File: config.mk
export PLATFORM = sky130hd
export DESIGN_NAME = event_flag_group_with_waiters
export DESIGN_NICKNAME = d
export VERILOG_FILES = /design/src/hdl/efg_pkg.sv /design/src/hdl/efg_ram.sv /design/src/hdl/efg_outreg.sv /design/src/hdl/efg_core.sv /design/src/hdl/event_flag_group_with_waiters.sv
export VERILOG_INCLUDE_DIRS = /design/src /design/src/hdl
export SDC_FILE = /design/constraint.sdc
export NUM_CORES = 1
export LEC_CHECK = 0
export ABC_CLOCK_PERIOD_IN_PS = 9050
export BUFFER_PORTS_ARGS = -buffer_cell sky130_fd_sc_hd__buf_2
export CAP_MARGIN = 5
export CORE_MARGIN = 8
export CORE_UTILIZATION = 50
export DETAILED_ROUTE_END_ITERATION = 6
export PLACE_DENSITY = 0.71
export SKIP_CTS_REPAIR_TIMING = 1
export SLEW_MARGIN = 10
export SYNTH_ARGS = -nofsm -noshare
export SYNTH_HDL_FRONTEND = slang
export SYNTH_SLANG_ARGS = --single-unit
File: constraint.sdc
create_clock -name aclk -period 9.05 [get_ports aclk]
set_input_delay 1.81 -clock aclk [delete_from_list [all_inputs] [get_ports aclk]]
set_output_delay 1.81 -clock aclk [all_outputs]
set_load 0.01 [all_outputs]
File: src/hdl/event_flag_group_with_waiters_defines.svh
// Assertion macros for the event flag group block.
// Used by the core and the output stage; expects aclk and aresetn in scope.
`ifndef EVENT_FLAG_GROUP_WITH_WAITERS_DEFINES_SVH
`define EVENT_FLAG_GROUP_WITH_WAITERS_DEFINES_SVH

// Same-cycle implication, checked outside reset.
`define EFG_ASSERT_NOW(label, ante, cons, msg) \
    label: assert property (@(posedge aclk) disable iff (!aresetn) (ante) |-> (cons)) \
        else $error(msg);

// Next-cycle implication, checked outside reset.
`define EFG_ASSERT_NXT(label, ante, cons, msg) \
    label: assert property (@(posedge aclk) disable iff (!aresetn) (ante) |=> (cons)) \
        else $error(msg);

`endif

File: src/hdl/efg_pkg.sv
// Shared types, codes and helpers for the event flag group block.
// No dependencies; used by every module under hdl except efg_ram.
package efg_pkg;

    localparam int WAITER_SLOTS = 16;
    localparam int SLOT_W       = (WAITER_SLOTS > 1) ? $clog2(WAITER_SLOTS) : 1;
    localparam int FLAG_W       = 32;
    localparam int CFG_IDX_W    = 1;
    localparam int CFG_DATA_W   = 32;

    // item kinds
    localparam logic [2:0] KIND_SET    = 3'd0;
    localparam logic [2:0] KIND_CLEAR  = 3'd1;
    localparam logic [2:0] KIND_READ   = 3'd2;
    localparam logic [2:0] KIND_WAIT   = 3'd3;
    localparam logic [2:0] KIND_CANCEL = 3'd4;

    // result status codes
    localparam logic [2:0] STATUS_OK          = 3'd0;
    localparam logic [2:0] STATUS_INVALID     = 3'd1;
    localparam logic [2:0] STATUS_WOULD_BLOCK = 3'd2;
    localparam logic [2:0] STATUS_PARKED      = 3'd3;
    localparam logic [2:0] STATUS_WOKEN       = 3'd4;
    localparam logic [2:0] STATUS_CANCELLED   = 3'd5;
    localparam logic [2:0] STATUS_NOT_PARKED  = 3'd6;

    // configuration register indexes
    localparam logic [CFG_IDX_W-1:0] CFG_GROUP_MODE = 1'd0;
    localparam logic [CFG_IDX_W-1:0] CFG_AUTO_CLEAR = 1'd1;

    typedef struct packed {
        logic [2:0]        kind;
        logic [FLAG_W-1:0] flag_bits;
        logic [FLAG_W-1:0] want_mask;
        logic [3:0]        waiter_slot;
        logic              may_park;
    } in_item_t;

    typedef struct packed {
        logic [2:0]        status;
        logic [FLAG_W-1:0] flags_now;
        logic [FLAG_W-1:0] got_bits;
        logic [3:0]        woken_slot;
        logic              last;
    } res_item_t;

    // result handed from the core to the output stage
    typedef struct packed {
        logic      load;
        res_item_t res;
    } res_beat_t;

    // mask RAM access from the core
    typedef struct packed {
        logic              wr_en;
        logic [SLOT_W-1:0] wr_addr;
        logic [FLAG_W-1:0] wr_data;
        logic              rd_en;
        logic [SLOT_W-1:0] rd_addr;
    } ram_req_t;

    typedef enum logic [1:0] {
        ST_IDLE,
        ST_SCAN,
        ST_EVAL,
        ST_FINAL
    } fsm_state_t;

    // any-bit match in mode 0, all-bits match in mode 1
    function automatic logic mask_met(input logic [FLAG_W-1:0] flags,
                                      input logic [FLAG_W-1:0] mask,
                                      input logic              mode);
        logic [FLAG_W-1:0] hit;
        hit = flags & mask;
        return mode ? (hit == mask) : (hit != '0);
    endfunction

endpackage

File: src/hdl/efg_ram.sv
// Generic single-write, single-read synchronous RAM with registered read data.
// No dependencies.
module efg_ram #(
    parameter int WIDTH = 32,
    parameter int DEPTH = 16
) (
    input  logic                                      aclk,
    input  logic                                      wr_en,
    input  logic [((DEPTH > 1) ? $clog2(DEPTH) : 1)-1:0] wr_addr,
    input  logic [WIDTH-1:0]                          wr_data,
    input  logic                                      rd_en,
    input  logic [((DEPTH > 1) ? $clog2(DEPTH) : 1)-1:0] rd_addr,
    output logic [WIDTH-1:0]                          rd_data
);

    logic [WIDTH-1:0] mem [DEPTH];
    logic [WIDTH-1:0] rd_data_reg;

    always_ff @(posedge aclk) begin
        if (wr_en) begin
            mem[wr_addr] <= wr_data;
        end
        if (rd_en) begin
            rd_data_reg <= mem[rd_addr];
        end
    end

    assign rd_data = rd_data_reg;

endmodule

File: src/hdl/efg_outreg.sv
// Output register stage for result beats; decouples the core from m_ready.
// Depends on efg_pkg and the assertion macro header.
`include "event_flag_group_with_waiters_defines.svh"

module efg_outreg (
    input  logic              aclk,
    input  logic              aresetn,
    input  efg_pkg::res_beat_t beat,
    output logic              can_load,
    output logic              m_valid,
    input  logic              m_ready,
    output efg_pkg::res_item_t m_payload
);

    logic               valid_reg;
    logic               valid_next;
    efg_pkg::res_item_t data_reg;

    assign can_load = !valid_reg || m_ready;

    always_comb begin
        valid_next = valid_reg;
        if (beat.load) begin
            valid_next = 1'b1;
        end else if (m_ready) begin
            valid_next = 1'b0;
        end
    end

    always_ff @(posedge aclk) begin
        if (!aresetn) begin
            valid_reg <= 1'b0;
        end else begin
            valid_reg <= valid_next;
        end
    end

    always_ff @(posedge aclk) begin
        if (beat.load) begin
            data_reg <= beat.res;
        end
    end

    assign m_valid   = valid_reg;
    assign m_payload = data_reg;

    `EFG_ASSERT_NOW(a_load_only_when_free, beat.load, !valid_reg || m_ready, "beat loaded over a held result")

endmodule

File: src/hdl/efg_core.sv
// Control core: flag word, parked bits, configuration, item decode and wake scan.
// Depends on efg_pkg and the assertion macro header; drives the mask RAM.
`include "event_flag_group_with_waiters_defines.svh"

module efg_core (
    input  logic                                aclk,
    input  logic                                aresetn,
    input  logic                                s_valid,
    output logic                                s_ready,
    input  efg_pkg::in_item_t                   s_payload,
    input  logic                                cfg_valid,
    output logic                                cfg_ready,
    input  logic [efg_pkg::CFG_IDX_W-1:0]       cfg_index,
    input  logic [efg_pkg::CFG_DATA_W-1:0]      cfg_wdata,
    output efg_pkg::ram_req_t                   ram_req,
    input  logic [efg_pkg::FLAG_W-1:0]          ram_rd_data,
    output efg_pkg::res_beat_t                  beat,
    input  logic                                can_load
);

    efg_pkg::fsm_state_t                 state_reg, state_next;
    logic [efg_pkg::FLAG_W-1:0]          flag_reg, flag_next;
    logic [efg_pkg::WAITER_SLOTS-1:0]    parked_reg, parked_next;
    logic [efg_pkg::SLOT_W-1:0]          idx_reg, idx_next;
    logic                                mode_reg, auto_clear_reg;

    logic                                accept;
    logic                                slot_ok;
    logic [efg_pkg::SLOT_W-1:0]          slot_idx;
    logic                                slot_busy;
    logic                                idx_last;
    logic                                scan_met;
    logic [efg_pkg::FLAG_W-1:0]          set_word;

    assign cfg_ready = 1'b1;
    assign s_ready   = (state_reg == efg_pkg::ST_IDLE) && can_load;
    assign accept    = s_valid && s_ready;

    assign slot_ok   = 32'(s_payload.waiter_slot) < 32'(efg_pkg::WAITER_SLOTS);
    assign slot_idx  = efg_pkg::SLOT_W'(s_payload.waiter_slot);
    assign slot_busy = slot_ok && parked_reg[slot_idx];
    assign idx_last  = idx_reg == efg_pkg::SLOT_W'(efg_pkg::WAITER_SLOTS - 1);
    assign scan_met  = efg_pkg::mask_met(flag_reg, ram_rd_data, mode_reg);
    assign set_word  = mode_reg ? s_payload.flag_bits : (flag_reg | s_payload.flag_bits);

    // next state
    always_comb begin
        state_next = state_reg;
        unique case (state_reg)
            efg_pkg::ST_IDLE: begin
                if (accept && s_payload.kind == efg_pkg::KIND_SET) begin
                    state_next = efg_pkg::ST_SCAN;
                end
            end
            efg_pkg::ST_SCAN: begin
                if (parked_reg[idx_reg]) begin
                    state_next = efg_pkg::ST_EVAL;
                end else if (idx_last) begin
                    state_next = efg_pkg::ST_FINAL;
                end
            end
            efg_pkg::ST_EVAL: begin
                if (!scan_met || can_load) begin
                    state_next = idx_last ? efg_pkg::ST_FINAL : efg_pkg::ST_SCAN;
                end
            end
            efg_pkg::ST_FINAL: begin
                if (can_load) begin
                    state_next = efg_pkg::ST_IDLE;
                end
            end
            default: state_next = efg_pkg::ST_IDLE;
        endcase
    end

    // datapath and outputs
    always_comb begin
        flag_next   = flag_reg;
        parked_next = parked_reg;
        idx_next    = idx_reg;
        ram_req     = '0;
        beat        = '0;
        beat.res.last = 1'b1;

        unique case (state_reg)
            efg_pkg::ST_IDLE: begin
                if (accept) begin
                    beat.load       = s_payload.kind != efg_pkg::KIND_SET;
                    beat.res.status = efg_pkg::STATUS_OK;
                    unique case (s_payload.kind)
                        efg_pkg::KIND_SET: begin
                            flag_next = set_word;
                            idx_next  = '0;
                        end
                        efg_pkg::KIND_CLEAR: begin
                            flag_next = flag_reg & ~s_payload.flag_bits;
                        end
                        efg_pkg::KIND_READ: begin
                        end
                        efg_pkg::KIND_WAIT: begin
                            if (s_payload.want_mask == '0) begin
                                beat.res.status = efg_pkg::STATUS_INVALID;
                            end else if (efg_pkg::mask_met(flag_reg, s_payload.want_mask,
                                                           mode_reg)) begin
                                beat.res.got_bits = flag_reg & s_payload.want_mask;
                                if (auto_clear_reg) begin
                                    flag_next = flag_reg & ~s_payload.want_mask;
                                end
                            end else if (!s_payload.may_park) begin
                                beat.res.status = efg_pkg::STATUS_WOULD_BLOCK;
                            end else if (!slot_ok || slot_busy) begin
                                beat.res.status = efg_pkg::STATUS_INVALID;
                            end else begin
                                beat.res.status       = efg_pkg::STATUS_PARKED;
                                parked_next[slot_idx] = 1'b1;
                                ram_req.wr_en         = 1'b1;
                                ram_req.wr_addr       = slot_idx;
                                ram_req.wr_data       = s_payload.want_mask;
                            end
                        end
                        efg_pkg::KIND_CANCEL: begin
                            if (slot_busy) begin
                                beat.res.status       = efg_pkg::STATUS_CANCELLED;
                                beat.res.woken_slot   = s_payload.waiter_slot;
                                parked_next[slot_idx] = 1'b0;
                            end else begin
                                beat.res.status = efg_pkg::STATUS_NOT_PARKED;
                            end
                        end
                        default: begin
                            beat.res.status = efg_pkg::STATUS_INVALID;
                        end
                    endcase
                end
            end
            efg_pkg::ST_SCAN: begin
                // fetch the mask only for a parked slot; skip free slots
                ram_req.rd_en   = parked_reg[idx_reg];
                ram_req.rd_addr = idx_reg;
                if (!parked_reg[idx_reg] && !idx_last) begin
                    idx_next = idx_reg + 1'b1;
                end
            end
            efg_pkg::ST_EVAL: begin
                if (scan_met && can_load) begin
                    beat.load           = 1'b1;
                    beat.res.status     = efg_pkg::STATUS_WOKEN;
                    beat.res.woken_slot = 4'(idx_reg);
                    beat.res.last       = 1'b0;
                    parked_next[idx_reg] = 1'b0;
                end
                if ((!scan_met || can_load) && !idx_last) begin
                    idx_next = idx_reg + 1'b1;
                end
            end
            efg_pkg::ST_FINAL: begin
                beat.load       = can_load;
                beat.res.status = efg_pkg::STATUS_OK;
            end
            default: begin
            end
        endcase

        beat.res.flags_now = flag_next;
    end

    always_ff @(posedge aclk) begin
        if (!aresetn) begin
            state_reg      <= efg_pkg::ST_IDLE;
            flag_reg       <= '0;
            parked_reg     <= '0;
            idx_reg        <= '0;
            mode_reg       <= 1'b0;
            auto_clear_reg <= 1'b1;
        end else begin
            state_reg  <= state_next;
            flag_reg   <= flag_next;
            parked_reg <= parked_next;
            idx_reg    <= idx_next;
            if (cfg_valid && cfg_ready) begin
                unique case (cfg_index)
                    efg_pkg::CFG_GROUP_MODE: mode_reg       <= cfg_wdata[0];
                    efg_pkg::CFG_AUTO_CLEAR: auto_clear_reg <= cfg_wdata[0];
                    default: begin
                    end
                endcase
            end
        end
    end

    `EFG_ASSERT_NXT(a_set_starts_scan, accept && s_payload.kind == efg_pkg::KIND_SET, state_reg == efg_pkg::ST_SCAN && idx_reg == '0, "set did not start the scan at slot zero")
    `EFG_ASSERT_NOW(a_eval_on_parked, state_reg == efg_pkg::ST_EVAL, parked_reg[idx_reg], "mask evaluated for a free slot")
    `EFG_ASSERT_NXT(a_wake_frees_slot, beat.load && beat.res.status == efg_pkg::STATUS_WOKEN, !parked_reg[$past(idx_reg)], "woken slot still parked")
    `EFG_ASSERT_NOW(a_last_only_at_end, beat.load && !beat.res.last, state_reg == efg_pkg::ST_EVAL, "non-final beat outside the wake scan")

endmodule

File: src/hdl/event_flag_group_with_waiters.sv
// Event flag group with parked waiters: 32-bit flag word, waiter slots with wait masks.
// Every item except set gives one result beat, which shows on the output register the
// cycle after the item is taken. A set walks all WAITER_SLOTS slots through the mask
// RAM, skipping free slots and, for each parked slot, reading its mask and then comparing
// it against the new word. It emits one woken beat for each satisfied waiter in slot
// order and a closing ok beat with last set, and the walk waits on any m_ready stall.
// The mask RAM's single read port sets the scan pace. Configuration writes are taken at
// any time but must only be issued while no item is in flight. Masks in the RAM need no
// clearing after reset; only parked slots are read.
module event_flag_group_with_waiters (
    input  logic                           aclk,
    input  logic                           aresetn,
    input  logic                           s_valid,
    output logic                           s_ready,
    input  efg_pkg::in_item_t              s_payload,
    output logic                           m_valid,
    input  logic                           m_ready,
    output efg_pkg::res_item_t             m_payload,
    input  logic                           cfg_valid,
    output logic                           cfg_ready,
    input  logic [efg_pkg::CFG_IDX_W-1:0]  cfg_index,
    input  logic [efg_pkg::CFG_DATA_W-1:0] cfg_wdata
);

    efg_pkg::ram_req_t          ram_req;
    logic [efg_pkg::FLAG_W-1:0] ram_rd_data;
    efg_pkg::res_beat_t         beat;
    logic                       can_load;

    efg_core u_core (
        .aclk        (aclk),
        .aresetn     (aresetn),
        .s_valid     (s_valid),
        .s_ready     (s_ready),
        .s_payload   (s_payload),
        .cfg_valid   (cfg_valid),
        .cfg_ready   (cfg_ready),
        .cfg_index   (cfg_index),
        .cfg_wdata   (cfg_wdata),
        .ram_req     (ram_req),
        .ram_rd_data (ram_rd_data),
        .beat        (beat),
        .can_load    (can_load)
    );

    efg_ram #(
        .WIDTH (efg_pkg::FLAG_W),
        .DEPTH (efg_pkg::WAITER_SLOTS)
    ) u_mask_ram (
        .aclk    (aclk),
        .wr_en   (ram_req.wr_en),
        .wr_addr (ram_req.wr_addr),
        .wr_data (ram_req.wr_data),
        .rd_en   (ram_req.rd_en),
        .rd_addr (ram_req.rd_addr),
        .rd_data (ram_rd_data)
    );

    efg_outreg u_outreg (
        .aclk      (aclk),
        .aresetn   (aresetn),
        .beat      (beat),
        .can_load  (can_load),
        .m_valid   (m_valid),
        .m_ready   (m_ready),
        .m_payload (m_payload)
    );

endmodule

==> flow_metrics.tcl, run 1 <==
set metrics [dict create \
    drive_gt1_share_pct 18.81 \
    nFillCells 4468 \
    setup_viol 0 \
    cts_root_buffer "clkbuf_16" \
    ys.flop_type "edfxtp_1" \
    synth_seq_cells 673 \
    rrSetupSlack_ns 4.44 \
    drc 0 \
    end_kind "register" \
    cts_buffers 69 \
    start_util_pct 50.66 \
    grt_start_max_net_pins 65 \
    layout_common_cells "edfxtp_1, nand2_1, buf_2" \
    num_rows 87 \
    initialDrtViolationCount 2173 \
    wl_per_cell_um 27.02 \
    finalHoldViolCount 0 \
    fin_skew_ns 0.02084 \
    die_height_um 255.5 \
    diodes 0 \
    grt_first_pass_wirelength_um 123200 \
    hp-start "u_core.auto_clear_reg" \
    synth_warnings 0 \
    via_per_inst 6.283 \
    antenna_found_initial 0 \
    status "completed" \
    tightest_slew_ns 1.267 \
    nNetsFinal 2375 \
    ys_seq_area_share_pct 68.48 \
    drv_slew 0 \
    cap_violations 0 \
    crit_start "s_payload[1]" \
    fin_setup_tns_ns 0 \
    synth_edf_count 616 \
    finalCritPeriodShare_pct 62.57 \
    synth_cell_type_count 64 \
    largest_register_ffs 512 \
    die_area_mm2 0.06527 \
    num_vias 19280 \
    period_needed_ns 5.663 \
    relSlewSlack_pct 13.36 \
    cts_tree "yes" \
    hpwl_um 51560 \
    clkSinkCount 673 \
    clock_path_buffers 3 \
    leakagePower_nw 10.54 \
    cp.arrival_ns 5.98 \
    final_common_cell "edfxtp_1" \
    gp_congestion 0.9423 \
    syn_inst 2127 \
    hold_path_class "reg2reg" \
    place_ws_ns 2.796 \
    pin_count 185 \
    grtUsageTotal_pct 24.67 \
    critPathRequiredTime_ns 9.36 \
    overflow 0 \
    grt_setup_unrepaired "false" \
    finalWorstSetupSlack_ns 3.387 \
    fp.coreArea_mm2 0.05660 \
    clk_pin_slew_ns 0.06 \
    area_growth_pct 13.81 \
    fp.dieW_um 255.5 \
    critPathLaunchType "primary input" \
    drt.antenna.violating_nets 0 \
    cts_max_level 3 \
    dp_cells 2941 \
    syn-num-nets 2246 \
    worstSetupPathType "in2reg" \
    fmax_ghz 0.1766 \
    synthArstFlopShare_pct 0 \
    first_global_vias 19070 \
    worstSkewPairLatency_ns 0.61 \
    syn_avg_cell_area_um2 13.48 \
    rr_startpoint "u_core.flag_reg[29]" \
    p_per_area_mw_per_mm2 224.5 \
    top_register "u_mask_ram.mem" \
    vdd_ir_drop_max_mv 0.2028 \
    routed_wl_um 82930 \
    io_buffers 152 \
    drtPass1Iterations 5 \
    cp_max_fo 27 \
    final_cells 3069 \
    synth_area_mm2 0.02868 \
]
==> through the flow <==
stage                     area, um^2  hold WS (ns)  util [%]  power (mW)
after CTS                      32640        0.4875     57.66       7.363
after detailed placement       30350        0.4663     53.61       4.513
after global routing           32640        0.5140     57.66       7.552
final                          32640        0.4800     57.66       7.328
after floorplan                28680        0.4388         -       4.158
after global placement         30350        0.4696     53.61       4.499
==> metal layers <==
layer / track usage (%) / part of all wire, % / vias to the layer above
met2: 40.26 / 48 / 1195
met1: 32.60 / 39 / 9428
met3: 4.455 / 9.8 / 166
li1: - / - / 8492
met5: 0 / 0 / -
met4: 9.828 / 3.5 / 0
==> report_power, final <==
group	leakage, nW	internal [mW]	switching (mW)
sequential	5.67	3.52	0.0538
combinational	3.76	0.279	0.602
clock	1.11	1.68	1.19
total	10.5	5.48	1.84
==> critical path, cell delays in order <==
cell and delay [ns]:
buf_2 0.29, mux4_2 0.53, and3_1 0.18, a21oi_1 0.18
o21a_1 0.26, and3b_1 0.26, and2_1 0.67, nand2_2 0.08
buf_4 0.34, nor2_4 1.02, buf_4 0.32
==> cells by family after synthesis <==
kind of cell / after synthesis / synth area share (%)
DFF: 673 / 68.48
adders and majority gates: 9 / 0.3927
other: 1 / 0.01308
and+or+nand+nor: 580 / 9.294
buffers and inverters: 181 / 2.531
AOI/OAI and AO/OA: 512 / 12.69
muxes: 171 / 6.597
==> final cells by class <==
cell class              instances  area (um^2)  area share, %
flip-flops and latches        673        19650          60.20
well taps                     756        945.9          2.898
clock buffers                  86         1832          5.612
clock inverters                42        460.4          1.411
inverters                      43        161.4         0.4945
multi-input cells            1273         8499          26.04
repair buffers                196         1091          3.343
==> path summary, 6_finish.rpt <==
kind,endpoint,cells past startpoint
min reg2reg,u_core.auto_clear_reg,2
min,u_core.auto_clear_reg,2
max,u_mask_ram.mem[11][10],11
max reg2reg,u_mask_ram.mem[11][10],9
==> Yosys cell counts (5+ instances only) <==
cell type	n	area [um^2]
o311ai_0	18	157.7
nor3_1	33	165.2
a211oi_2	10	125.1
nand3_1	54	270.3
dfxtp_1	57	1141
o31ai_1	32	240.2
mux2i_1	99	991.0
o21ai_0	104	520.5
nand4_1	13	81.33
clkbuf_1	109	409.1
a21oi_1	93	465.5
and3_1	25	156.4
and2_1	34	212.7
a2bb2oi_1	5	43.79
nand2_1	216	810.8
edfxtp_1	616	18500
nor4_1	13	81.33
a2111oi_0	5	43.79
mux2_2	64	720.7
nor2_1	136	510.5
inv_1	38	142.6
mux4_2	8	180.2
nand2b_1	19	118.9
nor2b_1	22	137.6
o22ai_1	43	269.0
a2bb2oi_2	10	150.1
a22oi_1	39	292.8
a221o_1	31	310.3
ha_1	9	112.6
a22o_1	7	61.31
a221oi_1	5	43.79
o2111ai_1	7	61.31
a211oi_1	82	615.6
buf_1	20	75.07
No activity file was read; power rests on OpenSTA's default activity.
==> run 2, diff against run 1 <==
--- a/config.mk
+++ b/config.mk
@@ -6,7 +6,7 @@
 export SDC_FILE = /design/constraint.sdc
 export NUM_CORES = 1
 export LEC_CHECK = 0
-export ABC_CLOCK_PERIOD_IN_PS = 9050
+export ABC_CLOCK_PERIOD_IN_PS = 5550
 export BUFFER_PORTS_ARGS = -buffer_cell sky130_fd_sc_hd__buf_2
 export CAP_MARGIN = 5
 export CORE_MARGIN = 8
==> constraint.sdc (replaced) <==
create_clock -name aclk -period 5.55 [get_ports aclk]
set_input_delay 1.11 -clock aclk [delete_from_list [all_inputs] [get_ports aclk]]
set_output_delay 1.11 -clock aclk [all_outputs]
set_load 0.01 [all_outputs]
==> flow_metrics.tcl, run 2 (synthesis results as in run 1) <==
set metrics [dict create \
    fp.dieW_um 255.5 \
    relSlewSlack_pct 20.52 \
    clk_pin_slew_ns 0.06 \
    setup_viol 0 \
    worstSkewPairLatency_ns 0.61 \
    cts_max_level 3 \
    io_buffers 152 \
    clockPowerShare_pct 38.1 \
    rrSetupSlack_ns 1.39 \
    switching_share_pct 25.60 \
    final_common_cell "edfxtp_1" \
    intPower_mw 8.797 \
    cts_root_buffer "clkbuf_16" \
    cp_max_fo 16 \
    critPathRequiredTime_ns 5.85 \
    worstSetupPathType "in2reg" \
    drt.antenna.violating_nets 0 \
    finalCritPeriodShare_pct 75.83 \
    fin_skew_ns 0.02015 \
    drc 0 \
    crit_top_cell "buf_4" \
    antenna_found_initial 1 \
    final_core_util_pct 57.74 \
    drive_gt1_share_pct 19.39 \
    worst-path-buf-inv 3 \
    critical_path.cell_chain "buf_2 > mux4_2 > and3_1 > a21oi_1 > o21a_1 > and3b_1 > and2_1 > nand2_2 > buf_4 > nor2_4 > buf_4" \
    largest_register_ffs 512 \
    first_global_vias 19250 \
    cts_tree "yes" \
    leakagePower_nw 10.58 \
    top_register "u_mask_ram.mem" \
    max_stage_delay_ns 0.54 \
    gp_congestion 0.9342 \
    end_kind "register" \
    fmax_ghz 0.2376 \
    area_growth_pct 13.98 \
    diodes 0 \
    fp.coreArea_mm2 0.05660 \
    num_vias 19380 \
    slowest_stage "nor2_4" \
    grtUsageTotal_pct 25.38 \
    p_per_area_mw_per_mm2 361.8 \
    grt_start_max_net_pins 92 \
    layout_common_cells "edfxtp_1, nand2_1, buf_2" \
    design_area_mm2 0.03268 \
    via_per_inst 6.288 \
    wl_per_cell_um 27.74 \
    period_needed_ns 4.209 \
    finalHoldViolCount 0 \
    routed_wl_um 85490 \
    dpl-instance-area_mm2 0.03050 \
    cts_buffers 69 \
    nNetsFinal 2391 \
    hold_path_class "reg2reg" \
    critPathLaunchType "primary input" \
    num_rows 87 \
    pin_count 185 \
    fin_setup_tns_ns 0 \
    initialDrtViolationCount 2345 \
    hold_ws_ns 0.4828 \
    start_util_pct 50.66 \
    cp.arrival_ns 4.51 \
    drtPass1Iterations 6 \
    clock_path_buffers 3 \
    p_comb_share_pct 12.6 \
    die_area_mm2 0.06527 \
    crit_family "simple AND/OR/NAND/NOR gates" \
    grt_setup_unrepaired "false" \
    tightest_slew_ns 1.192 \
    status "completed" \
    overflow 0 \
    vdd_ir_drop_max_mv 0.2410 \
    grt_first_pass_wirelength_um 126700 \
    hpwl_um 52680 \
    die_height_um 255.5 \
    clkSinkCount 673 \
    cap_violations 0 \
    drv_slew 0 \
    pwr-share-seq_pct 49.3 \
    switching_power_mw 3.027 \
]
-- run 2: final timing paths --
check                         from  depth (start not counted)                     end
max                   s_payload[1]                         11   u_mask_ram.mem[13][4]
min          u_core.auto_clear_reg                          2   u_core.auto_clear_reg
max reg2reg    u_core.flag_reg[25]                          8  u_outreg.m_payload[42]
min reg2reg  u_core.auto_clear_reg                          2   u_core.auto_clear_reg
-- run 2: per-stage QoR --
stage | cells | power [mW] | setup slack, ns
floorplan | 2127 | 6.780 | 0.8650
global placement | 2957 | 7.388 | 0.8098
detailed placement | 2957 | 7.405 | 0.7578
CTS | 3082 | 11.86 | 1.343
global route | 3082 | 12.18 | 1.150
finish | 3082 | 11.82 | 1.341
-- run 2: layout make-up --
class | count | area, um^2
Multi-Input combinational cell | 1273 | 8499
Clock inverter | 38 | 376.6
Sequential cell | 673 | 19650
Timing Repair Buffer | 212 | 1249
Fill cell | 4441 | 23920
Clock buffer | 87 | 1804
Tap cell | 756 | 945.9
Inverter | 43 | 161.4
-- run 2: layer usage --
metal  routed length, um  up-vias  GRT usage, %
li1                    -     8503             -
met1               33240     9642         32.91
met2               40860     1040         41.44
met3                8243      194         5.352
met4                3134        2         10.38
met5                  13        -             0
-- run 2: worst reg2reg max path: stages (launching register included) --
cell and delay [ns]:
dfxtp_1 0.49, inv_1 0.15, a2111oi_0 0.67, o2111ai_1 0.25, o41ai_2 0.63, nand3_1 0.31, a31oi_1 0.31, and2_2 0.68
buf_12 0.32
-- run 2: power by group through the flow --
stage	Clock, mW	Sequential [mW]	Combinational, mW
after floorplan	0	6.01	0.769
after global placement	0	5.93	1.46
after detailed placement	0	5.93	1.47
after CTS	4.56	5.82	1.48
after global routing	4.75	5.84	1.59
final	4.51	5.83	1.49
